==> src/rtl/cog_pkg.sv <==
// ----------------------------------------------------------------------------
// cog_pkg
// Shared types, fixed-point constants and the arctangent table of the
// circular orbit generator.
// ----------------------------------------------------------------------------
package cog_pkg;

	localparam int FRAC_BITS    = 16;
	localparam int CORDIC_STEPS = 16;
	localparam int TAB_FRAC     = 24;
	localparam int UNIT_FRAC    = 30;

	// widths of ports and datapath
	localparam int RADIUS_W = 31;
	localparam int COORD_W  = 32;
	localparam int SPEED_W  = 32;
	localparam int ANGLE_W  = 25;
	localparam int HEAD_W   = 26;
	localparam int DT_W     = 16;
	localparam int CFG_W    = 32;
	localparam int CFG_IDX_W = 3;

	localparam int UNIT_W = 34;                 // cordic x / y, Q2.30 with headroom
	localparam int Z_W    = 32;                 // residual angle, degrees Q24
	localparam int CNT_W  = $clog2(CORDIC_STEPS + 1);
	localparam int MA_W   = UNIT_W;
	localparam int MB_W   = 16;
	localparam int MP_W   = MA_W + MB_W + 1;
	localparam int ACC_W  = UNIT_W + RADIUS_W;
	localparam int WRAP_W = 32;
	localparam int WRAP_STEPS = 8;

	localparam longint ONE_DEG = longint'(1) << FRAC_BITS;

	localparam logic [WRAP_W-1:0] FULL_TURN    = WRAP_W'(360 * ONE_DEG);
	localparam logic [HEAD_W-1:0] HALF_TURN    = HEAD_W'(180 * ONE_DEG);
	localparam logic [ANGLE_W-1:0] DEG_45      = ANGLE_W'(45 * ONE_DEG);
	localparam logic [ANGLE_W-1:0] DEG_135     = ANGLE_W'(135 * ONE_DEG);
	localparam logic [ANGLE_W-1:0] DEG_225     = ANGLE_W'(225 * ONE_DEG);
	localparam logic [ANGLE_W-1:0] DEG_315     = ANGLE_W'(315 * ONE_DEG);
	localparam logic signed [HEAD_W-1:0] QUARTER = HEAD_W'(90 * ONE_DEG);
	// a multiple of a full turn that lifts any negative sum above zero
	localparam logic signed [WRAP_W:0] TURN_LIFT =
		(WRAP_W + 1)'(360 * ONE_DEG * (longint'(1) << (WRAP_STEPS - 1)));

	localparam logic signed [UNIT_W-1:0] CORDIC_GAIN = UNIT_W'(652032874);
	localparam logic signed [ACC_W-1:0]  ROUND_HALF  = ACC_W'(1) << (UNIT_FRAC - 1);

	localparam logic signed [Z_W-1:0] ATAN_DEG_Q24 [24] = '{
		32'sd754974720, 32'sd445687602, 32'sd235489088, 32'sd119537938,
		32'sd60000934,  32'sd30029717,  32'sd15018523,  32'sd7509720,
		32'sd3754917,   32'sd1877466,   32'sd938734,    32'sd469367,
		32'sd234684,    32'sd117342,    32'sd58671,     32'sd29335,
		32'sd14668,     32'sd7334,      32'sd3667,      32'sd1833,
		32'sd917,       32'sd458,       32'sd229,       32'sd115
	};

	typedef enum logic [CFG_IDX_W-1:0] {
		REG_RADIUS     = 3'd0,
		REG_CENTER_X   = 3'd1,
		REG_CENTER_Y   = 3'd2,
		REG_CENTER_Z   = 3'd3,
		REG_SPEED      = 3'd4,
		REG_START_ANGLE = 3'd5
	} cog_reg_t;

	typedef struct packed {
		logic             load;
		logic             step;
		logic [CNT_W-1:0] idx;
	} cog_cordic_ctl_t;

endpackage

==> src/rtl/cog_mul.sv <==
// ----------------------------------------------------------------------------
// cog_mul
// Shared signed by unsigned multiplier with a registered product.
// ----------------------------------------------------------------------------
module cog_mul import cog_pkg::*; (
	input  logic                    clk,
	input  logic signed [MA_W-1:0]  a,
	input  logic        [MB_W-1:0]  b,
	output logic signed [MP_W-1:0]  p_q
);

	logic signed [MB_W:0] b_s;

	assign b_s = $signed({1'b0, b});

	always_ff @(posedge clk) begin
		p_q <= MP_W'(a) * MP_W'(b_s);
	end

endmodule

==> src/rtl/cog_cordic.sv <==
// ----------------------------------------------------------------------------
// cog_cordic
// Rotation-mode cordic in degrees, one micro-rotation per cycle while ctl.step is set.
// ----------------------------------------------------------------------------
module cog_cordic import cog_pkg::*; (
	input  logic                     clk,
	input  cog_cordic_ctl_t          ctl,
	input  logic signed [Z_W-1:0]    z_init,
	output logic signed [UNIT_W-1:0] x,
	output logic signed [UNIT_W-1:0] y
);

	logic signed [UNIT_W-1:0] x_q, y_q;
	logic signed [Z_W-1:0]    z_q;
	logic signed [UNIT_W-1:0] x_sh, y_sh;
	logic signed [Z_W-1:0]    atan;

	assign x_sh = x_q >>> ctl.idx;
	assign y_sh = y_q >>> ctl.idx;
	assign atan = ATAN_DEG_Q24[ctl.idx];

	always_ff @(posedge clk) begin
		if (ctl.load) begin
			x_q <= CORDIC_GAIN;
			y_q <= '0;
			z_q <= z_init;
		end else if (ctl.step) begin
			if (!z_q[Z_W-1]) begin
				x_q <= x_q - y_sh;
				y_q <= y_q + x_sh;
				z_q <= z_q - atan;
			end else begin
				x_q <= x_q + y_sh;
				y_q <= y_q - x_sh;
				z_q <= z_q + atan;
			end
		end
	end

	assign x = x_q;
	assign y = y_q;

endmodule

==> src/rtl/circular_orbit_generator_top.sv <==
// ----------------------------------------------------------------------------
// circular_orbit_generator_top
// Phase accumulator with modulo-360 wrap, cordic sine/cosine and scaling of
// the unit vector by the orbit radius around the configured center.
// ----------------------------------------------------------------------------
// flow: in_stall stays high from the taken beat until its result is placed on
//   the output; 8 wrap steps, 16 cordic steps and 5 passes through the shared
//   multiplier run one after another
// reset: registers load their defaults, the angle clears to zero, no result
//   pending; a start_angle write reloads the angle at once
module circular_orbit_generator_top import cog_pkg::*; (
	input  logic                       clk,
	input  logic                       arst_n,
	input  logic                       in_valid,
	output logic                       in_stall,
	input  logic [DT_W-1:0]            dt,
	output logic                       out_valid,
	input  logic                       out_stall,
	output logic signed [COORD_W-1:0]  pos_x,
	output logic signed [COORD_W-1:0]  pos_y,
	output logic signed [COORD_W-1:0]  pos_z,
	output logic [HEAD_W-1:0]          heading,
	input  logic                       cfg_we,
	input  logic [CFG_IDX_W-1:0]       cfg_index,
	input  logic [CFG_W-1:0]           cfg_data
);

	typedef enum logic [10:0] {
		ST_IDLE = 11'b000_0000_0001,
		ST_ADD  = 11'b000_0000_0010,
		ST_WRAP = 11'b000_0000_0100,
		ST_QUAD = 11'b000_0000_1000,
		ST_ROT  = 11'b000_0001_0000,
		ST_MXL  = 11'b000_0010_0000,
		ST_MXH  = 11'b000_0100_0000,
		ST_MYL  = 11'b000_1000_0000,
		ST_MYH  = 11'b001_0000_0000,
		ST_YACC = 11'b010_0000_0000,
		ST_OUT  = 11'b100_0000_0000
	} state_t;

	state_t                     state_q;
	logic [RADIUS_W-1:0]        radius_q;
	logic signed [COORD_W-1:0]  center_x_q, center_y_q, center_z_q;
	logic signed [SPEED_W-1:0]  speed_q;
	logic [ANGLE_W-1:0]         phase_q;
	logic [WRAP_W-1:0]          wrap_q;
	logic [2:0]                 wstep_q;
	logic [CNT_W-1:0]           cnt_q;
	logic [1:0]                 quad_q;
	logic signed [ACC_W-1:0]    acc_q;
	logic signed [COORD_W-1:0]  posx_q;

	logic                       in_beat, out_beat;
	logic signed [MA_W-1:0]     mul_a;
	logic [MB_W-1:0]            mul_b;
	logic signed [MP_W-1:0]     mul_q;
	cog_cordic_ctl_t            cctl;
	logic signed [Z_W-1:0]      z_init;
	logic signed [UNIT_W-1:0]   cx, cy, unit_c, unit_s;
	logic signed [WRAP_W:0]     sum;
	logic signed [SPEED_W-1:0]  delta;
	logic [WRAP_W-1:0]          wrap_lim;
	logic [2:0]                 qraw;
	logic signed [HEAD_W-1:0]   resid;
	logic [ANGLE_W-1:0]         start_wr;
	logic [MB_W-1:0]            r_lo, r_hi;

	function automatic logic signed [COORD_W-1:0] place(
		input logic signed [ACC_W-1:0]   acc,
		input logic signed [COORD_W-1:0] center
	);
		logic signed [COORD_W+3:0] s;
		s = (COORD_W + 4)'($signed(acc[ACC_W-1:UNIT_FRAC])) + (COORD_W + 4)'(center);
		if (s > $signed((COORD_W + 4)'({1'b0, {(COORD_W-1){1'b1}}})))
			return {1'b0, {(COORD_W-1){1'b1}}};
		else if (s < -$signed((COORD_W + 4)'({1'b1, {(COORD_W-1){1'b0}}})))
			return {1'b1, {(COORD_W-1){1'b0}}};
		else
			return s[COORD_W-1:0];
	endfunction

	assign in_stall = (state_q != ST_IDLE);
	assign in_beat  = in_valid && !in_stall;
	assign out_beat = out_valid && !out_stall;

	assign r_lo = radius_q[MB_W-1:0];
	assign r_hi = MB_W'(radius_q[RADIUS_W-1:MB_W]);

	// quadrant swap / negate of the cordic pair
	always_comb begin
		case (quad_q)
			2'd0: begin unit_c = cx;  unit_s = cy;  end
			2'd1: begin unit_c = -cy; unit_s = cx;  end
			2'd2: begin unit_c = -cx; unit_s = -cy; end
			default: begin unit_c = cy; unit_s = -cx; end
		endcase
	end

	always_comb begin
		mul_a = '0;
		mul_b = '0;
		case (state_q)
			ST_IDLE: begin mul_a = MA_W'(speed_q); mul_b = dt;   end
			ST_MXL:  begin mul_a = unit_c;         mul_b = r_lo; end
			ST_MXH:  begin mul_a = unit_c;         mul_b = r_hi; end
			ST_MYL:  begin mul_a = unit_s;         mul_b = r_lo; end
			ST_MYH:  begin mul_a = unit_s;         mul_b = r_hi; end
			default: begin mul_a = '0;             mul_b = '0;   end
		endcase
	end

	cog_mul u_mul (
		.clk (clk),
		.a   (mul_a),
		.b   (mul_b),
		.p_q (mul_q)
	);

	// floor of speed * dt / 2^16
	assign delta = mul_q[FRAC_BITS+SPEED_W-1:FRAC_BITS];
	assign sum   = (WRAP_W + 1)'($signed({1'b0, phase_q})) + (WRAP_W + 1)'(delta);
	assign wrap_lim = FULL_TURN << wstep_q;

	// nearest multiple of 90 degrees and the residual
	always_comb begin
		if (phase_q >= DEG_315)
			qraw = 3'd4;
		else if (phase_q >= DEG_225)
			qraw = 3'd3;
		else if (phase_q >= DEG_135)
			qraw = 3'd2;
		else if (phase_q >= DEG_45)
			qraw = 3'd1;
		else
			qraw = 3'd0;
		resid  = $signed({1'b0, phase_q}) - HEAD_W'(QUARTER * $signed({1'b0, qraw}));
		z_init = Z_W'(resid) <<< (TAB_FRAC - FRAC_BITS);
	end

	assign cctl.load = (state_q == ST_QUAD);
	assign cctl.step = (state_q == ST_ROT);
	assign cctl.idx  = cnt_q;

	cog_cordic u_cordic (
		.clk    (clk),
		.ctl    (cctl),
		.z_init (z_init),
		.x      (cx),
		.y      (cy)
	);

	assign start_wr = (ANGLE_W'(cfg_data) >= ANGLE_W'(FULL_TURN)) ?
		ANGLE_W'(cfg_data) - ANGLE_W'(FULL_TURN) : ANGLE_W'(cfg_data);

	always_ff @(posedge clk or negedge arst_n) begin
		if (!arst_n) begin
			state_q    <= ST_IDLE;
			radius_q   <= RADIUS_W'(655360);
			center_x_q <= '0;
			center_y_q <= '0;
			center_z_q <= '0;
			speed_q    <= SPEED_W'(11796480);
			phase_q    <= '0;
			wstep_q    <= '0;
			cnt_q      <= '0;
			out_valid  <= 1'b0;
		end else begin
			if (out_beat && state_q != ST_OUT)
				out_valid <= 1'b0;
			if (cfg_we) begin
				case (cfg_index)
					REG_RADIUS:      radius_q   <= cfg_data[RADIUS_W-1:0];
					REG_CENTER_X:    center_x_q <= cfg_data;
					REG_CENTER_Y:    center_y_q <= cfg_data;
					REG_CENTER_Z:    center_z_q <= cfg_data;
					REG_SPEED:       speed_q    <= cfg_data;
					REG_START_ANGLE: phase_q    <= start_wr;
					default: ;
				endcase
			end
			case (state_q)
				ST_IDLE: begin
					if (in_beat)
						state_q <= ST_ADD;
				end
				ST_ADD: begin
					wstep_q <= 3'(WRAP_STEPS - 1);
					state_q <= ST_WRAP;
				end
				ST_WRAP: begin
					if (wstep_q == '0) begin
						phase_q <= (wrap_q >= wrap_lim) ? ANGLE_W'(wrap_q - wrap_lim) :
							ANGLE_W'(wrap_q);
						state_q <= ST_QUAD;
					end
					wstep_q <= wstep_q - 3'd1;
				end
				ST_QUAD: begin
					cnt_q   <= '0;
					state_q <= ST_ROT;
				end
				ST_ROT: begin
					if (cnt_q == CNT_W'(CORDIC_STEPS - 1))
						state_q <= ST_MXL;
					cnt_q <= cnt_q + CNT_W'(1);
				end
				ST_MXL:  state_q <= ST_MXH;
				ST_MXH:  state_q <= ST_MYL;
				ST_MYL:  state_q <= ST_MYH;
				ST_MYH:  state_q <= ST_YACC;
				ST_YACC: state_q <= ST_OUT;
				ST_OUT: begin
					// hold until the previous beat has left
					if (!(out_valid && out_stall)) begin
						out_valid <= 1'b1;
						state_q   <= ST_IDLE;
					end
				end
				default: state_q <= ST_IDLE;
			endcase
		end
	end

	// datapath registers
	always_ff @(posedge clk) begin
		case (state_q)
			ST_ADD: begin
				if (sum[WRAP_W])
					wrap_q <= WRAP_W'(sum + TURN_LIFT);
				else
					wrap_q <= sum[WRAP_W-1:0];
			end
			ST_WRAP: begin
				if (wrap_q >= wrap_lim)
					wrap_q <= wrap_q - wrap_lim;
			end
			ST_QUAD: quad_q <= qraw[1:0];
			ST_MXH:  acc_q <= ROUND_HALF + ACC_W'(mul_q);
			ST_MYL:  acc_q <= acc_q + (ACC_W'(mul_q) <<< MB_W);
			ST_MYH: begin
				posx_q <= place(acc_q, center_x_q);
				acc_q  <= ROUND_HALF + ACC_W'(mul_q);
			end
			ST_YACC: acc_q <= acc_q + (ACC_W'(mul_q) <<< MB_W);
			ST_OUT: begin
				if (!(out_valid && out_stall)) begin
					pos_x <= posx_q;
					pos_y <= place(acc_q, center_y_q);
					pos_z <= center_z_q;
					heading <= (speed_q[SPEED_W-1] || speed_q == '0) ?
						HEAD_W'(phase_q) + HALF_TURN : HEAD_W'(phase_q);
				end
			end
			default: ;
		endcase
	end

endmodule

==> config.mk <==
export PLATFORM = sky130hd
export DESIGN_NAME = circular_orbit_generator_top
export DESIGN_NICKNAME = d
export VERILOG_FILES = /design/src/rtl/cog_pkg.sv /design/src/rtl/cog_mul.sv /design/src/rtl/cog_cordic.sv /design/src/rtl/circular_orbit_generator_top.sv
export SDC_FILE = /design/constraint.sdc
export NUM_CORES = 2
export LEC_CHECK = 0
export BUFFER_PORTS_ARGS = -buffer_cell sky130_fd_sc_hd__buf_2
export CAP_MARGIN = 20
export CORE_MARGIN = 5
export CORE_UTILIZATION = 60
export DETAILED_ROUTE_END_ITERATION = 7
export HOLD_SLACK_MARGIN = 0.06
export PLACE_DENSITY_LB_ADDON = 0.12
export RECOVER_POWER = 100
export SETUP_SLACK_MARGIN = 0.4
export SKIP_LAST_GASP = 1
export SLEW_MARGIN = 5
export SYNTH_ARGS = -nofsm -noshare
export SYNTH_HDL_FRONTEND = slang
export SYNTH_SLANG_ARGS = --single-unit
==> constraint.sdc <==
create_clock -name clk -period 11.9 [get_ports clk]
set_clock_uncertainty 0.05 [all_clocks]
set_input_delay 1.19 -clock clk [delete_from_list [all_inputs] [get_ports clk]]
set_output_delay 1.19 -clock clk [all_outputs]
set_load 0.01 [all_outputs]
==> results.toml <==
[synth]
yosysTopAreaCellShare = 0.165
synth_most_common_cell = "nand2_1"
syn_area_um2 = 63900
yosys.area.top_type = "fa_1"
syn_inst = 7095
synth_seq_cells = 592
ys_top_cells_by_area = "fa_1 (16%), edfxtp_1 (12%), ha_1 (8.0%)"
ys_warn_count = 0
synth-edff-count = 261
synth_cell_types = 91
synth_flop_cell = "edfxtp_1"
synth_nets = 8087
syn_avg_cell_area_um2 = 9.00
ys_top_cells_by_count = "nand2_1 (805), inv_1 (757), nor2_1 (530)"
async_flop_share = 0.345
yosysSeqAreaShare = 0.243

[grt]
grt_pass1_vias = 52400
grt_overflow = 0
grt_pass1_wl_mm = 316
grt_max_degree = 95
antenna_found_initial = 12
track_usage = 0.364

[floorplanning]
row_count = 119
die-area_um2 = 113000
initial_core_util = 0.605
core_um2 = 106000
chipWidth_um = 336
pin_count = 180
die_h_um = 336

[worst_setup_path]
r2r_slack_ps = 1130
path_common_cell = "fa_1"
worstSetupPathType = "reg2reg"
rr_startpoint = "state_q[1]"
reg2reg_depth = 34
path_max_fanout = 16
start_kind = "register"
timing.rr.end = "u_mul.p_q[50]"
cp-startpoint = "state_q[1]"
cp_slowest_cell = "or2_0"
crit_path_end_kind = "register"
cp.required_ps = 12380
crit_arrival_ps = 11240
critPathMaxStageDelay_ps = 1040

[clocking]
post_cts_buffers = 0
cts_resized = 0
cts_hold_buf = 0
cts_tree = "yes"
clk_path_buf_depth = 3
cts.sinks = 592
clkLatencyLatePin_ps = 660
numCtsBuffers = 71
htreeDepth = 3
cts_root_buf = "clkbuf_16"
clk_pin_slew_ps = 60

[sta]
fin_ws_ps = 1130
worst_pin_slew_ps = 4130
max_freq_mhz = 92.9
fin_crit_ps = 10770
tns_ps = 0
maxSlewViolCount = 958
grt_setup_unrepaired = "no"
finalCritPeriodShare = 0.905
finalHoldViolations = 0
max_slew_margin = -1.75
setup_viol = 0

[pwr]
irDropWorstVdd_mv = 0.161
power_density_nw_per_um2 = 221
leakagePower_nw = 30.2

[hold_path]
hold-path-endpoint = "pos_x[12]"
hp-class = "reg2reg"
whs_path_depth = 0
min_from = "posx_q[12]"

[placed_design]
io_buffer_count = 179
hpwlAfterDp_mm = 157
place.gp.congestion = 1.00
dpl_worst_slack_ps = 1840

[flow_run]
drv_cap = 20

[route]
avgViaCountPerCell = 6.36
dr_total_vias = 54200
drt_iter0_markers = 5944
wl_per_cell_um = 24.3
drt_pre_antenna_iters = 8
wl_mm = 207
postRouteAntennaNets = 0
drc = 1

[run_status]
failed_checks = "DRC, capacitance limit, slew limit"
status = "finished, violations left"

[cells_and_area]
drive_gt1_frac = 0.0800
final_nets = 8060
syn2layout_area_growth_pct = 6.24
power breakdown:
group          total (mW)  switching [mW]  internal, mW
logic                9.60            5.90          3.70
registers            3.17           0.559          2.61
clock network        2.19           0.944          1.25
total                15.0            7.40          7.56
cells in the final DEF, fill, tap and decap left out, types with 76 or more instances in the layout:
| cell type | instances |
|---|---|
| dfrtp_1 | 193 |
| mux2_2 | 181 |
| buf_4 | 76 |
| dfxtp_1 | 127 |
| a21o_1 | 225 |
| mux4_2 | 81 |
| nor2_1 | 527 |
| edfxtp_1 | 261 |
| clkbuf_1 | 169 |
| mux2i_1 | 98 |
| nor3_1 | 87 |
| xor2_1 | 198 |
| fa_1 | 526 |
| o21ai_0 | 366 |
| xnor2_1 | 276 |
| inv_1 | 757 |
| a21oi_1 | 414 |
| nand3_1 | 108 |
| ha_1 | 410 |
| nand2_1 | 805 |
state kept, by name, indices dropped and copies added, names as in the netlist, 11 cells and up:
name          count
acc_q            49
center_x_q       32
center_y_q       32
center_z_q       32
heading          26
phase_q          25
pos_x            32
pos_y            32
pos_z            32
posx_q           32
radius_q         31
speed_q          32
state_q          11
u_cordic.x       34
u_cordic.y       34
u_cordic.z_q     32
u_mul.p_q        51
wrap_q           32
kinds of logic (layout without fill, tap and decap cells):
group	after synthesis	in the layout	share of synthesized area
AND/OR/NAND/NOR	2008	2008	0.143
adder cells (fa/ha/maj)	936	936	0.245
multiplexers	361	361	0.0760
buffers and inverters	1143	1174	0.0692
other	1	5	0.0000587
flip-flops	592	592	0.243
AO/OA/AOI/OAI	1580	1580	0.159
XOR/XNOR	474	474	0.0650
layout make-up:
type / count / area (um2)
inverter: 758 / 2850
timing repair buffer: 285 / 1420
sequential: 592 / 15500
clock inverter: 41 / 399
antenna: 4 / 10.0
clock buffer: 90 / 1920
tap: 1391 / 1740
fill: 9006 / 37700
multi-input combinational: 5360 / 44000
worst max-delay path, delay by kind of cell, from the launching register on:
kind | cells | cell delay, ps
XOR/XNOR | 1 | 120
adder cells (fa/ha/maj) | 7 | 2990
flip-flops | 1 | 420
AND/OR/NAND/NOR | 10 | 3460
AO/OA/AOI/OAI | 10 | 2730
buffers and inverters | 6 | 830
per-layer routing:
layer  global-route usage  wire (um)
met1                0.500      84100
met2                0.561      90900
met3               0.0873      22700
met4                0.148       9570
met5                    0         19
per-stage QoR:
stage	area (um2)	power [mW]	std cells	utilization	hold slack, ps
floorplan	63900	9.87	7095	-	350
global placement	65900	12.4	8386	0.624	352
detailed placement	65900	12.6	8386	0.624	355
CTS	68200	14.8	8517	0.646	369
global route	67800	16.2	8518	0.643	372
finish	67800	15.0	8521	0.643	370
worst max path at each step:
stage	end	slack [ps]	depth (start not counted)
after global routing	u_mul.p_q[50]	710	34
after detailed placement	u_mul.p_q[50]	1840	32
after floorplan	u_mul.p_q[50]	1130	33
after global placement	u_mul.p_q[50]	1890	32
after CTS	u_mul.p_q[50]	1770	32
final	u_mul.p_q[50]	1130	34
Power figures use the tool's default switching activity.
